### src/mpmc_ram.sv
module mpmc_ram #(
    parameter int WIDTH = 8,
    parameter int DEPTH = 16
) (
    input  logic                     clk,
    input  logic                     we,
    input  logic [$clog2(DEPTH)-1:0] waddr,
    input  logic [WIDTH-1:0]         wdata,
    input  logic [$clog2(DEPTH)-1:0] raddr,
    output logic [WIDTH-1:0]         rdata
);

    logic [WIDTH-1:0] mem [DEPTH];

    // one write port
    always_ff @(posedge clk)
    begin
        if (we)
        begin
            mem[waddr] <= wdata;
        end
    end

    // registered read port
    always_ff @(posedge clk)
    begin
        rdata <= mem[raddr];
    end

endmodule

### config.mk
export PLATFORM = sky130hd
export DESIGN_NAME = mpmc_ram
export DESIGN_NICKNAME = d
export VERILOG_FILES = /design/src/mpmc_ram.sv
export SDC_FILE = /design/constraint.sdc
export NUM_CORES = 1
export LEC_CHECK = 0
export BUFFER_PORTS_ARGS = -buffer_cell sky130_fd_sc_hd__buf_2
export CAP_MARGIN = 15
export CORE_ASPECT_RATIO = 1.4
export CORE_MARGIN = 8
export CORE_UTILIZATION = 55
export CTS_CLUSTER_DIAMETER = 60
export CTS_CLUSTER_SIZE = 10
export DETAILED_ROUTE_END_ITERATION = 8
export PLACE_DENSITY = 0.82
export SLEW_MARGIN = 20
export SYNTH_ARGS = -nofsm -noshare
export SYNTH_HDL_FRONTEND = slang
export SYNTH_SLANG_ARGS = --single-unit
### constraint.sdc
create_clock -name clk -period 3.1 [get_ports clk]
set_clock_uncertainty 0.15 [all_clocks]
set_input_delay 0.465 -clock clk [delete_from_list [all_inputs] [get_ports clk]]
set_output_delay 0.465 -clock clk [all_outputs]
set_load 0.01 [all_outputs]
==> summary.md <==
| Metric | Value |
|---|---|
| Final slew viol count | `0` |
| Clock Path Buffers | `2` |
| DRT antenna net count | `0` |
| Number of global-route vias before repair | `approximately 2600` |
| First-pass GRT wire length | `15300 um` |
| Drt drc | `0` |
| Tmin final | `just under 2 ns` |
| Total Wirelength | `10020 um` |
| Slew headroom | `0.3663` |
| Crit path kind | `in2reg` |
| Dpl hpwl | `approximately 6100 um` |
| Setup repair bufs after CTS | `0` |
| Largest net degree at the start of global routing | `33` |
| Hold depth | `1` |
| CP endpoint kind | `flip-flop` |
| Synth area leaders | `edfxtp_1, mux4_2, mux4_1` |
| Outcome | `finished, final reports clean` |
| Register area share after synthesis | `0.7778` |
| Maxcap violations | `0` |
| CP arrival | `2.08 ns` |
| Syn_nets | `approximately 250` |
| GRT overflow | `0` |
| Wirelength per Cell | `25.23 um` |
| Die span in x | `97.76 um` |
| Core area | `9301 um^2` |
| Std cell rows | `42` |
| Post-layout nets | `slightly below 300` |
| Fmax achieved | `around 520 MHz` |
| Worst EP required | `approximately 3.2 ns` |
| RSZ-0062 raised after global routing | `false` |
| # IOs | `26` |
| Compound-Gate Fraction of Synth Area | `0.02333` |
| Post-CTS Hold Buffers | `0` |
| Area delta synth->final | `17.94%` |
| Crit share post-route | `0.6248` |
| Skew-Pair Late Insertion Delay | `roughly 0.4 ns` |
| Worst Path Max Fanout | `17` |
| Layout cells sized above 1 | `0.3031` |
| Setup WS post-layout | `approximately 1.2 ns` |
| Simple-gate portion of the synthesized area | `0.03184` |
| Hold Crit Class | `in2reg` |
| Setup crit start kind | `input port` |
| Largest family of logic cells by synthesized area | `multiplexers` |
| Number of synthesized flops with an enable pin | `128` |
| Avg Inst Size Synth | `22.48 um^2` |
| Mux cell area share after synthesis | `0.1502` |
| Worst-case reg-to-reg path depth | `3` |
| Root Driver | `clkbuf_16` |
| Final setup viols | `0` |
| Peak VDD IR | `0.0004322 V` |
| Synth Area in XOR/XNOR | `0` |
| H-tree depth | `4` |
| Synth top area share | `0.7467` |
| Worst hold margin | `0.2887 ns` |
| GRT Overall Usage | `0.1706` |
| Syn. warnings | `0` |
| Via density | `approximately 6` |
| Async SR Flop Fraction | `0` |
| Setup WS pre-CTS | `0.7725 ns` |
| Final hold violations | `0` |
| Effective utilization at floorplan | `0.5534` |
| PortBufs | `25` |
| Starting DRT DRC Count | `approximately 320` |
| Die Ht | `roughly 130 um` |
| # diodes | `0` |
| Post-CTS sizing | `0` |
| Leakage power | `~2.1 nW` |
| First-pass iteration count of the detailed router | `4` |
| Top FF cell, synth | `edfxtp_1` |
| Clock-pin slew on the worst setup and hold paths | `approximately 0.06 ns` |
| Initial antenna violation count | `0` |
| Pwr dens | `about 730 nW/um^2` |
| Largest area contributor in the netlist | `edfxtp_1` |
| Least-Margin Pin Slew | `between 0.9 and 1 ns` |
| CTS sink count | `approximately 140` |
| Final core occ | `0.6527` |
| Synthesized flop and latch total | `approximately 140` |
| Post-synth top cells | `edfxtp_1, mux4_2, a22oi_1, mux4_1, nor2_1` |
| Routability Congestion | `0.7810` |
| Most frequent cell after synthesis | `edfxtp_1` |
| Die area | `12750 um^2` |
| CTS Buf Count | `17` |
| Mapped Cells | `~230` |
| Vias post-DR | `2449` |
| CTS tree | `yes` |
| Setup_tns | `0 ns` |
| Post-synth cell types | `19` |
| Adder-cell area share of the yosys netlist | `0` |
| Netlist Area Pre-Place | `between 5000 and 6000 um^2` |
[report_power, final]
group / internal, W / leakage, nW / switching [W]
registers: 0.00206 / 1.22 / 0.0000114
logic: 0.0000784 / 0.534 / 0.000111
clock network: 0.00143 / 0.309 / 0.000743
[metrics by stage]
step	total power [W]	instances	area, um^2
6_report	0.004429	397	6071
5_1_grt	0.004551	397	6071
4_1_cts	0.004455	397	6071
3_5_place_dp	0.002293	365	5419
3_3_place_gp	0.002283	365	5419
2_1_floorplan	0.002213	229	5147
[cells in the final DEF, fill, tap and decap left out, types with 2 or more instances in the layout]
master and count:
nor2_1 13, mux4_1 14, a22oi_1 16, clkinvlp_4 3, buf_2 25, clkinv_2 2, nand2b_1 2, mux4_2 18
nor3_1 4, nand2_1 9, bufinv_16 5, buf_4 10, edfxtp_1 128, clkbuf_16 17, clkinv_4 4, dfxtp_1 8
nand3b_1 2
[final timing paths]
check	from	to	slack [ns]
setup / recovery	raddr[0]	rdata[5]$_DFF_P_	1.16
hold / removal	wdata[0]	mem[9][0]$_DFFE_PP_	0.29
setup reg to reg	mem[1][3]$_DFFE_PP_	rdata[3]$_DFF_P_	1.51
hold reg to reg	mem[12][1]$_DFFE_PP_	rdata[1]$_DFF_P_	0.53
[layout make-up]
class	instances	area, um^2
clock buffer	17	425.4
clock inverter	15	226.5
fill	566	3231
multi-input combinational	83	1057
sequential	136	4004
tap	110	137.6
timing repair buffer	36	220.2
[worst max-delay path, stage by stage]
cell and delay [ns]:
buf_2 0.43, buf_12 0.25, mux4_1 0.61, a22oi_1 0.23, nand2_1 0.08
[kinds of logic (layout without fill, tap and decap cells)]
| group | after synthesis | count (layout) |
|---|---|---|
| simple gates | 35 | 35 |
| flops | 136 | 136 |
| buf+inv | 10 | 68 |
| mux | 32 | 32 |
| compound gates | 16 | 16 |
[metal layers]
metal | routed length (um) | up-vias | track usage | part of all wire
met3 | 606 | 15 | 0.04984 | 0.061
met2 | 5285 | 110 | 0.2891 | 0.53
met1 | 3938 | 1262 | 0.1947 | 0.39
met5 | 0 | - | 0 | 0
met4 | 185 | 0 | 0.08656 | 0.018
li1 | - | 1062 | - | -
[registers in the layout, indices dropped and copies added (netlist names)]
name / flops
mem: 128
rdata: 8
No activity file was read; power rests on OpenSTA's default activity.
